==> config.mk <==
export PLATFORM = sky130hd
export DESIGN_NAME = adc_moving_average_scaler
export DESIGN_NICKNAME = d
export VERILOG_FILES = /design/src/sv/amas_pkg.sv /design/src/sv/amas_div.sv /design/src/sv/adc_moving_average_scaler.sv
export SDC_FILE = /design/constraint.sdc
export NUM_CORES = 1
export LEC_CHECK = 0
export BUFFER_PORTS_ARGS = -buffer_cell sky130_fd_sc_hd__buf_2
export CORE_AREA = 2 2 254 206
export DETAILED_ROUTE_END_ITERATION = 16
export DIE_AREA = 0 0 256 208
export PLACE_DENSITY_LB_ADDON = 0.1
export SYNTH_ARGS = -nofsm -noshare
export SYNTH_HDL_FRONTEND = slang
export SYNTH_SLANG_ARGS = --single-unit
==> constraint.sdc <==
create_clock -name clk -period 7.95 [get_ports clk]
set_clock_uncertainty 0.15 [all_clocks]
set_input_delay 2.385 -clock clk [delete_from_list [all_inputs] [get_ports clk]]
set_output_delay 2.385 -clock clk [all_outputs]
set_load 0.01 [all_outputs]
==> src/sv/amas_pkg.sv <==
`timescale 1ns / 1ps
`default_nettype none
// ----------------------------------------------------------------------------
// amas_pkg
// Shared constants and widths for the moving-average voltage scaler.
// ----------------------------------------------------------------------------
package amas_pkg;

    localparam int DEPTH       = 32;
    localparam int SAMPLE_BITS = 10;
    localparam int PTR_W       = $clog2(DEPTH);
    localparam int CNT_W       = $clog2(DEPTH + 1);
    localparam int SUM_W       = SAMPLE_BITS + PTR_W;
    localparam int GAIN_W      = 24;
    localparam int VOLT_W      = 16;
    localparam int PROD_W      = SAMPLE_BITS + GAIN_W;
    localparam int GAIN_SHIFT  = 16;

    localparam logic [CNT_W-1:0]  DEPTH_CNT  = CNT_W'(DEPTH);
    localparam logic [PTR_W-1:0]  LAST_PTR   = PTR_W'(DEPTH - 1);
    localparam logic [GAIN_W-1:0] GAIN_RESET = GAIN_W'(65536);

endpackage : amas_pkg
`default_nettype wire

==> src/sv/amas_div.sv <==
`timescale 1ns / 1ps
`default_nettype none
// ----------------------------------------------------------------------------
// amas_div
// Restoring serial divider, one quotient bit per cycle.
// ----------------------------------------------------------------------------
module amas_div
    import amas_pkg::*;
(
    input  wire logic             clk,
    input  wire logic             rst_n,
    input  wire logic             start,
    input  wire logic [SUM_W-1:0] dividend,
    input  wire logic [CNT_W-1:0] divisor,
    output logic                  done,
    output logic [SUM_W-1:0]      quotient
);

    localparam int STEP_W = $clog2(SUM_W + 1);

    logic              busy_reg;
    logic              done_reg;
    logic [STEP_W-1:0] step_reg;
    logic [SUM_W-1:0]  quot_reg;
    logic [CNT_W-1:0]  rem_reg;
    logic [CNT_W-1:0]  dvs_reg;

    logic [CNT_W:0]    trial;
    logic              fits;
    logic [CNT_W:0]    diff;

    assign trial = {rem_reg, quot_reg[SUM_W-1]};
    assign fits  = trial >= {1'b0, dvs_reg};
    assign diff  = trial - {1'b0, dvs_reg};

    always_ff @(posedge clk or negedge rst_n)
    begin
        if (!rst_n)
        begin
            busy_reg <= 1'b0;
            done_reg <= 1'b0;
            step_reg <= '0;
        end
        else
        begin
            done_reg <= busy_reg && !start && (step_reg == STEP_W'(1));
            if (start)
            begin
                busy_reg <= 1'b1;
                step_reg <= STEP_W'(SUM_W);
            end
            else if (busy_reg)
            begin
                step_reg <= step_reg - 1'b1;
                if (step_reg == STEP_W'(1))
                begin
                    busy_reg <= 1'b0;
                end
            end
        end
    end

    always_ff @(posedge clk)
    begin
        if (start)
        begin
            quot_reg <= dividend;
            rem_reg  <= '0;
            dvs_reg  <= divisor;
        end
        else if (busy_reg)
        begin
            quot_reg <= {quot_reg[SUM_W-2:0], fits};
            rem_reg  <= fits ? diff[CNT_W-1:0] : trial[CNT_W-1:0];
        end
    end

    assign done     = done_reg;
    assign quotient = quot_reg;

endmodule : amas_div
`default_nettype wire

==> src/sv/adc_moving_average_scaler.sv <==
`timescale 1ns / 1ps
`default_nettype none
// ----------------------------------------------------------------------------
// adc_moving_average_scaler
// Ring of recent samples in a synchronous RAM; the newest n samples are
// summed by walking the RAM, divided serially, then scaled by a Q16 gain.
// ----------------------------------------------------------------------------
// Steps: a walk of the RAM for the n samples averaged (1..32), one read per
//   cycle, then the serial divider, the multiply and the load of the result.
// Flow: one beat at a time; the next input beat is taken once the result is
//   loaded into the output register.
// Reset: async active low; pointer and count clear, window = 32, gain = 65536.
// ----------------------------------------------------------------------------
module adc_moving_average_scaler
    import amas_pkg::*;
(
    input  wire logic        clk,
    input  wire logic        rst_n,
    // APB configuration
    input  wire logic        psel,
    input  wire logic        penable,
    input  wire logic        pwrite,
    input  wire logic [2:0]  paddr,
    input  wire logic [31:0] pwdata,
    output logic      [31:0] prdata,
    output logic             pready,
    // input stream
    input  wire logic        s_tvalid,
    output logic             s_tready,
    input  wire logic [15:0] s_tdata,   // [9:0] sample, [15:10] zero
    // output stream
    output logic             m_tvalid,
    input  wire logic        m_tready,
    output logic      [31:0] m_tdata    // [9:0] average_raw, [25:10] voltage_q8,
                                        // [31:26] samples_used
);

    localparam logic [2:0] ST_IDLE = 3'd0;
    localparam logic [2:0] ST_SUM  = 3'd1;
    localparam logic [2:0] ST_DIV  = 3'd2;
    localparam logic [2:0] ST_MUL  = 3'd3;
    localparam logic [2:0] ST_OUT  = 3'd4;

    logic [2:0]             state_reg;
    logic [CNT_W-1:0]       window_reg;
    logic [GAIN_W-1:0]      gain_reg;
    logic [PTR_W-1:0]       wp_reg;
    logic [CNT_W-1:0]       count_reg;
    logic [CNT_W-1:0]       n_reg;
    logic [CNT_W-1:0]       issue_reg;
    logic [PTR_W-1:0]       rd_ptr_reg;
    logic                   pend_reg;
    logic [SUM_W-1:0]       sum_reg;
    logic [SAMPLE_BITS-1:0] mean_reg;
    logic [PROD_W-1:0]      prod_reg;
    logic                   out_valid_reg;
    logic [31:0]            out_data_reg;

    logic [SAMPLE_BITS-1:0] mem [DEPTH];
    logic [SAMPLE_BITS-1:0] rd_data_reg;

    logic                   cfg_wr;
    logic [CNT_W-1:0]       win_wr;
    logic [CNT_W-1:0]       win_next;
    logic                   accept;
    logic [SAMPLE_BITS-1:0] sample;
    logic [CNT_W-1:0]       count_next;
    logic [CNT_W-1:0]       n_next;
    logic                   rd_en;
    logic [PTR_W-1:0]       rd_addr;
    logic                   div_start;
    logic                   div_done;
    logic [SUM_W-1:0]       div_quot;
    logic                   out_free;
    logic [VOLT_W-1:0]      volts;

    // configuration
    assign cfg_wr = psel & penable & pwrite & pready;
    assign win_wr = pwdata[CNT_W-1:0];
    always_comb
    begin
        if (win_wr == '0)
            win_next = CNT_W'(1);
        else if (win_wr > DEPTH_CNT)
            win_next = DEPTH_CNT;
        else
            win_next = win_wr;
    end

    always_ff @(posedge clk or negedge rst_n)
    begin
        if (!rst_n)
        begin
            window_reg <= DEPTH_CNT;
            gain_reg   <= GAIN_RESET;
        end
        else if (cfg_wr)
        begin
            if (paddr[2])
                gain_reg <= pwdata[GAIN_W-1:0];
            else
                window_reg <= win_next;
        end
    end

    assign pready = 1'b1;
    assign prdata = paddr[2] ? 32'(gain_reg) : 32'(window_reg);

    // input side
    assign s_tready   = (state_reg == ST_IDLE);
    assign accept     = s_tvalid & s_tready;
    assign sample     = s_tdata[SAMPLE_BITS-1:0];
    assign count_next = (count_reg == DEPTH_CNT) ? DEPTH_CNT : count_reg + 1'b1;
    assign n_next     = (count_next < window_reg) ? count_next : window_reg;

    assign rd_en     = (state_reg == ST_SUM) && (issue_reg != '0);
    assign rd_addr   = (rd_ptr_reg == '0) ? LAST_PTR : rd_ptr_reg - 1'b1;
    assign div_start = (state_reg == ST_SUM) && (issue_reg == '0) && !pend_reg;
    assign out_free  = !out_valid_reg || m_tready;

    // sample ring
    always_ff @(posedge clk)
    begin
        if (accept)
            mem[wp_reg] <= sample;
        rd_data_reg <= mem[rd_addr];
    end

    amas_div u_div (
        .clk      (clk),
        .rst_n    (rst_n),
        .start    (div_start),
        .dividend (sum_reg),
        .divisor  (n_reg),
        .done     (div_done),
        .quotient (div_quot)
    );

    assign volts = (prod_reg[PROD_W-1:GAIN_SHIFT+VOLT_W] != '0) ? '1
                 : prod_reg[GAIN_SHIFT+VOLT_W-1:GAIN_SHIFT];

    // sequencer
    always_ff @(posedge clk or negedge rst_n)
    begin
        if (!rst_n)
        begin
            state_reg     <= ST_IDLE;
            wp_reg        <= '0;
            count_reg     <= '0;
            issue_reg     <= '0;
            pend_reg      <= 1'b0;
            out_valid_reg <= 1'b0;
        end
        else
        begin
            if (state_reg == ST_OUT && out_free)
                out_valid_reg <= 1'b1;
            else if (m_tready)
                out_valid_reg <= 1'b0;
            case (state_reg)
                ST_IDLE:
                begin
                    if (accept)
                    begin
                        wp_reg    <= (wp_reg == LAST_PTR) ? '0 : wp_reg + 1'b1;
                        count_reg <= count_next;
                        issue_reg <= n_next - 1'b1;
                        pend_reg  <= 1'b0;
                        state_reg <= ST_SUM;
                    end
                end
                ST_SUM:
                begin
                    pend_reg <= rd_en;
                    if (rd_en)
                        issue_reg <= issue_reg - 1'b1;
                    if (div_start)
                        state_reg <= ST_DIV;
                end
                ST_DIV:
                begin
                    if (div_done)
                        state_reg <= ST_MUL;
                end
                ST_MUL:
                begin
                    state_reg <= ST_OUT;
                end
                ST_OUT:
                begin
                    if (out_free)
                        state_reg <= ST_IDLE;
                end
                default:
                begin
                    state_reg <= ST_IDLE;
                end
            endcase
        end
    end

    // datapath
    always_ff @(posedge clk)
    begin
        if (accept)
        begin
            sum_reg    <= SUM_W'(sample);
            n_reg      <= n_next;
            rd_ptr_reg <= wp_reg;
        end
        else if (state_reg == ST_SUM)
        begin
            if (rd_en)
                rd_ptr_reg <= rd_addr;
            if (pend_reg)
                sum_reg <= sum_reg + SUM_W'(rd_data_reg);
        end
        if (state_reg == ST_DIV && div_done)
            mean_reg <= div_quot[SAMPLE_BITS-1:0];
        if (state_reg == ST_MUL)
            prod_reg <= PROD_W'(mean_reg) * PROD_W'(gain_reg);
        if (state_reg == ST_OUT && out_free)
            out_data_reg <= {n_reg, volts, mean_reg};
    end

    assign m_tvalid = out_valid_reg;
    assign m_tdata  = out_data_reg;

endmodule : adc_moving_average_scaler
`default_nettype wire
==> run summary <==
Cells fill 60.0% of the core in the end. The die is 208 um tall. The number of gates resized after cts was 0.

Yosys attributes the largest share of cell area to edfxtp_1 46%, fa_1 13%, mux4_2 6.7%. The H-tree generated during clock tree synthesis spans 2 levels. The cell area after synthesis was 27600 um^2.

The most repeated cell in the gate-level netlist after synthesis was edfxtp_1. In this run, CTS created clock tree buffers numbering 49. The flow ran to the end, and the final reports show no timing, DRC or antenna violations. Post-route antenna net violation count: 0. Counting distinct cell types in the post-synthesis netlist gives 74. For the worst setup path, the data required time is 8.12 ns. The run gives 3 as the initial antenna violation count. Setup slack on the critical path of the routed design comes to 1.29 ns. The violation count after the first detailed-route iteration was 1350; the final clock period utilization by the worst path was 83.8%.

The worst hold-check path type was register to register. On the critical path the largest part of the delay comes from adder cells. The die width is 256 um, and the warning count from the yosys run is 0. During placement, the flow inserted port buffers numbering 99.

Walking the worst path, the cells encountered are nand2_1 -> fa_1 -> inv_1 -> fa_1 -> inv_1 -> fa_1 -> inv_1 -> fa_1 -> inv_1 -> fa_1 -> inv_1 -> ha_1 -> o21a_1 -> o21ai_0 -> or2_2 -> a211oi_1 -> nor2_1 -> o21ai_0 -> a2111o_1 -> o2111ai_1. Summing all multi-input logic gate instances after layout gives 11900 um^2. The sequential cell area in the final layout was 14500 um^2; the average instance area after synthesis was 13.1 um^2.

The tightest hold margin is 0.302 ns. End of the critical path: prod_reg[30]. Once the clock tree was built, the setup fixing pass inserted 0 buffers.

The critical path runs through a total of 20 cells. The tools report the accumulated negative setup slack as 0 ns. The maximum fanout encountered on the critical timing path was 25; the total number of placement rows was 74. For this design the static power due to leakage is 12.2 nW. In this run the worst setup path begins at mean_reg[1]. The overall power was 14.1 mW; the fraction of final layout cells with drive strength greater than 1 was 15.0%. The stage delay of the slowest cell on the critical path came out at 1.16 ns. Dividing the detail-routed via count by the number of cells gives 5.70.

The pre-antenna-repair detailed-routing pass consisted of 5 iterations. The run gives 16800 as the number of global-route vias before repair. The most used flip-flop cell after synthesis is edfxtp_1.

The run gives 0 as the number of antenna repair diodes. The run gives 0 as the residual overflow from global routing. The die area is 53200 um^2, and the share of Yosys cell area claimed by the top area cell type is 45.9%. Setup violations remaining at the end of the flow were counted as 0. The worst slew slack as a fraction of its limit was 18.6%.

In the final routed layout, each cell accounts on average for 21.3 um. The total number of vias was 16400; the count of final max-slew check failures was 0. After the last flow step, the layout net total stands at 2496. Routability-driven placement finished with a final weighted congestion of 0.816.

STA classifies the critical path endpoint as a register. The cell sitting at the root of the clock tree is a clkbuf_16. The critical path in this run is classified as register to register.

The synthesis-to-layout area growth was 9.98%. The commonest cells after synthesis are 422 x edfxtp_1, 291 x nand2_1, 209 x inv_1. STA classifies the critical path startpoint as a register.

The slowest stage of the critical path is the edfxtp_1 cell. For the worst setup path, the data arrival time is 6.83 ns. The effective utilization at floorplan was 54.5%. edfxtp_1 takes more of the synthesized area than any other cell. The number of hold-repair buffers added at the cts stage was 0; the total I/O pin count was 125. The tools report the number of DRC violations after detailed routing as 0. Clock latency on the worst-skew pair, taken at its later pin, is 0.61 ns.

For flop-to-flop paths, the worst setup slack is 1.29 ns. The worst register-to-register path ends at prod_reg[30]. Setup repair after global routing left no endpoint under its margin. The sequential share of the synthesized area was 52.7%.

The worst register-to-register path has a depth of 20. The critical path contains buffers and inverters numbering 5 combined. The clock passes through at most 3 buffers.

The fraction of registers with async set or reset after synthesis is 11.6%. The smallest clock period supported by the final layout is computed as 6.66 ns. Before CTS, the worst setup slack after placement is 1.39 ns.

Detailed placement ended at an HPWL of 40.7 mm. Summed over all layers, the routed wires come to 61.5 mm. Across every metal layer, demand over resource in global routing totals 23.4%. The number of flip-flops in the largest register was 320; the number of max-cap violations was 0. TritonCTS built the clock tree. Entering global routing, the biggest net connects 75 pins. The core region area is 50600 um^2. In this run, synthesis inferred 422 flip-flops with an integrated enable. The run gives 0 as the number of hold violations in the final report. For this design, the sink count on the clock tree is 501. Static timing analysis puts the maximum clock frequency at 0.150 GHz. Dividing total power by cell area gives a power density of 465 nW/um^2. Fill cells in the final layout number 3969. Clock-pin slew was measured on the worst setup and hold paths at 0.06 ns.

The first-pass GRT wire length came out at 95.4 mm. Counting every instance in the synthesized netlist gives 2104. The startpoint identified for the worst register-to-register timing path is mean_reg[1]. The number of flip-flops and latches in the synthesized netlist is 501. Across the VDD grid, the largest voltage drop is 0.353 mV. The actual slew at the worst max-slew pin was 1.22 ns.
==> stage by stage <==
step           area [um^2]  cells
3_5_place_dp         28700   2797
5_1_grt              30400   2883
6_report             30400   2883
2_1_floorplan        27700   2111
4_1_cts              30400   2883
3_3_place_gp         28700   2797
==> per-layer routing <==
metal | vias to the layer above | GRT usage, % | part of all wire (%)
met1 | 8424 | 35.8 | 46
li1 | 7392 | - | -
met4 | 0 | 6.13 | 2.1
met2 | 543 | 34.3 | 44
met3 | 84 | 4.91 | 7.8
met5 | - | 0 | 0
==> worst min-delay path by stage <==
| stage | start | end | slack [ns] | cells after the start |
|---|---|---|---|---|
| floorplan | n_reg[0] | m_tdata[26] | 0.27 | 0 |
| global placement | u_div.quotient[0] | mean_reg[0] | 0.28 | 0 |
| detailed placement | u_div.quotient[0] | mean_reg[0] | 0.28 | 0 |
| CTS | u_div.quotient[0] | mean_reg[0] | 0.30 | 0 |
| global route | u_div.quotient[1] | mean_reg[1] | 0.32 | 0 |
| finish | u_div.quotient[0] | mean_reg[0] | 0.30 | 0 |
==> cells in the final DEF, fill, tap and decap left out, drive strengths merged, types with 21 or more instances in the layout <==
cell	n
nor2	88
buf	111
and2	154
nand3	30
ha	99
or3	23
dfrtp	56
and3	21
fa	175
a21oi	47
nand2	291
clkbuf	67
edfxtp	422
o21ai	43
mux2	28
mux4	82
dfxtp	21
xnor2	21
inv	214
==> where the power goes <==
group	leakage (nW)	switching (mW)	internal, mW
combinational	6.65	4.49	3.37
sequential	4.69	0.327	3.48
clock	0.824	1.00	1.44
==> final cells by class <==
type,count,area share [%]
clock inverter,19,1.11
clock buffer,67,4.49
inverter,211,2.61
timing repair buffer,111,1.97
tap,684,2.82
multi-input combinational,1290,39.1
sequential,501,47.9
==> kinds of logic after synthesis <==
family | synth area share, %
AO/OA/AOI/OAI | 4.19
AND/OR/NAND/NOR | 11.7
XOR/XNOR | 1.24
flip-flops | 52.7
adder cells (fa/ha/maj) | 17.2
other | 0.0272
multiplexers | 8.48
buffers and inverters | 4.54
Power figures use the tool's default switching activity.
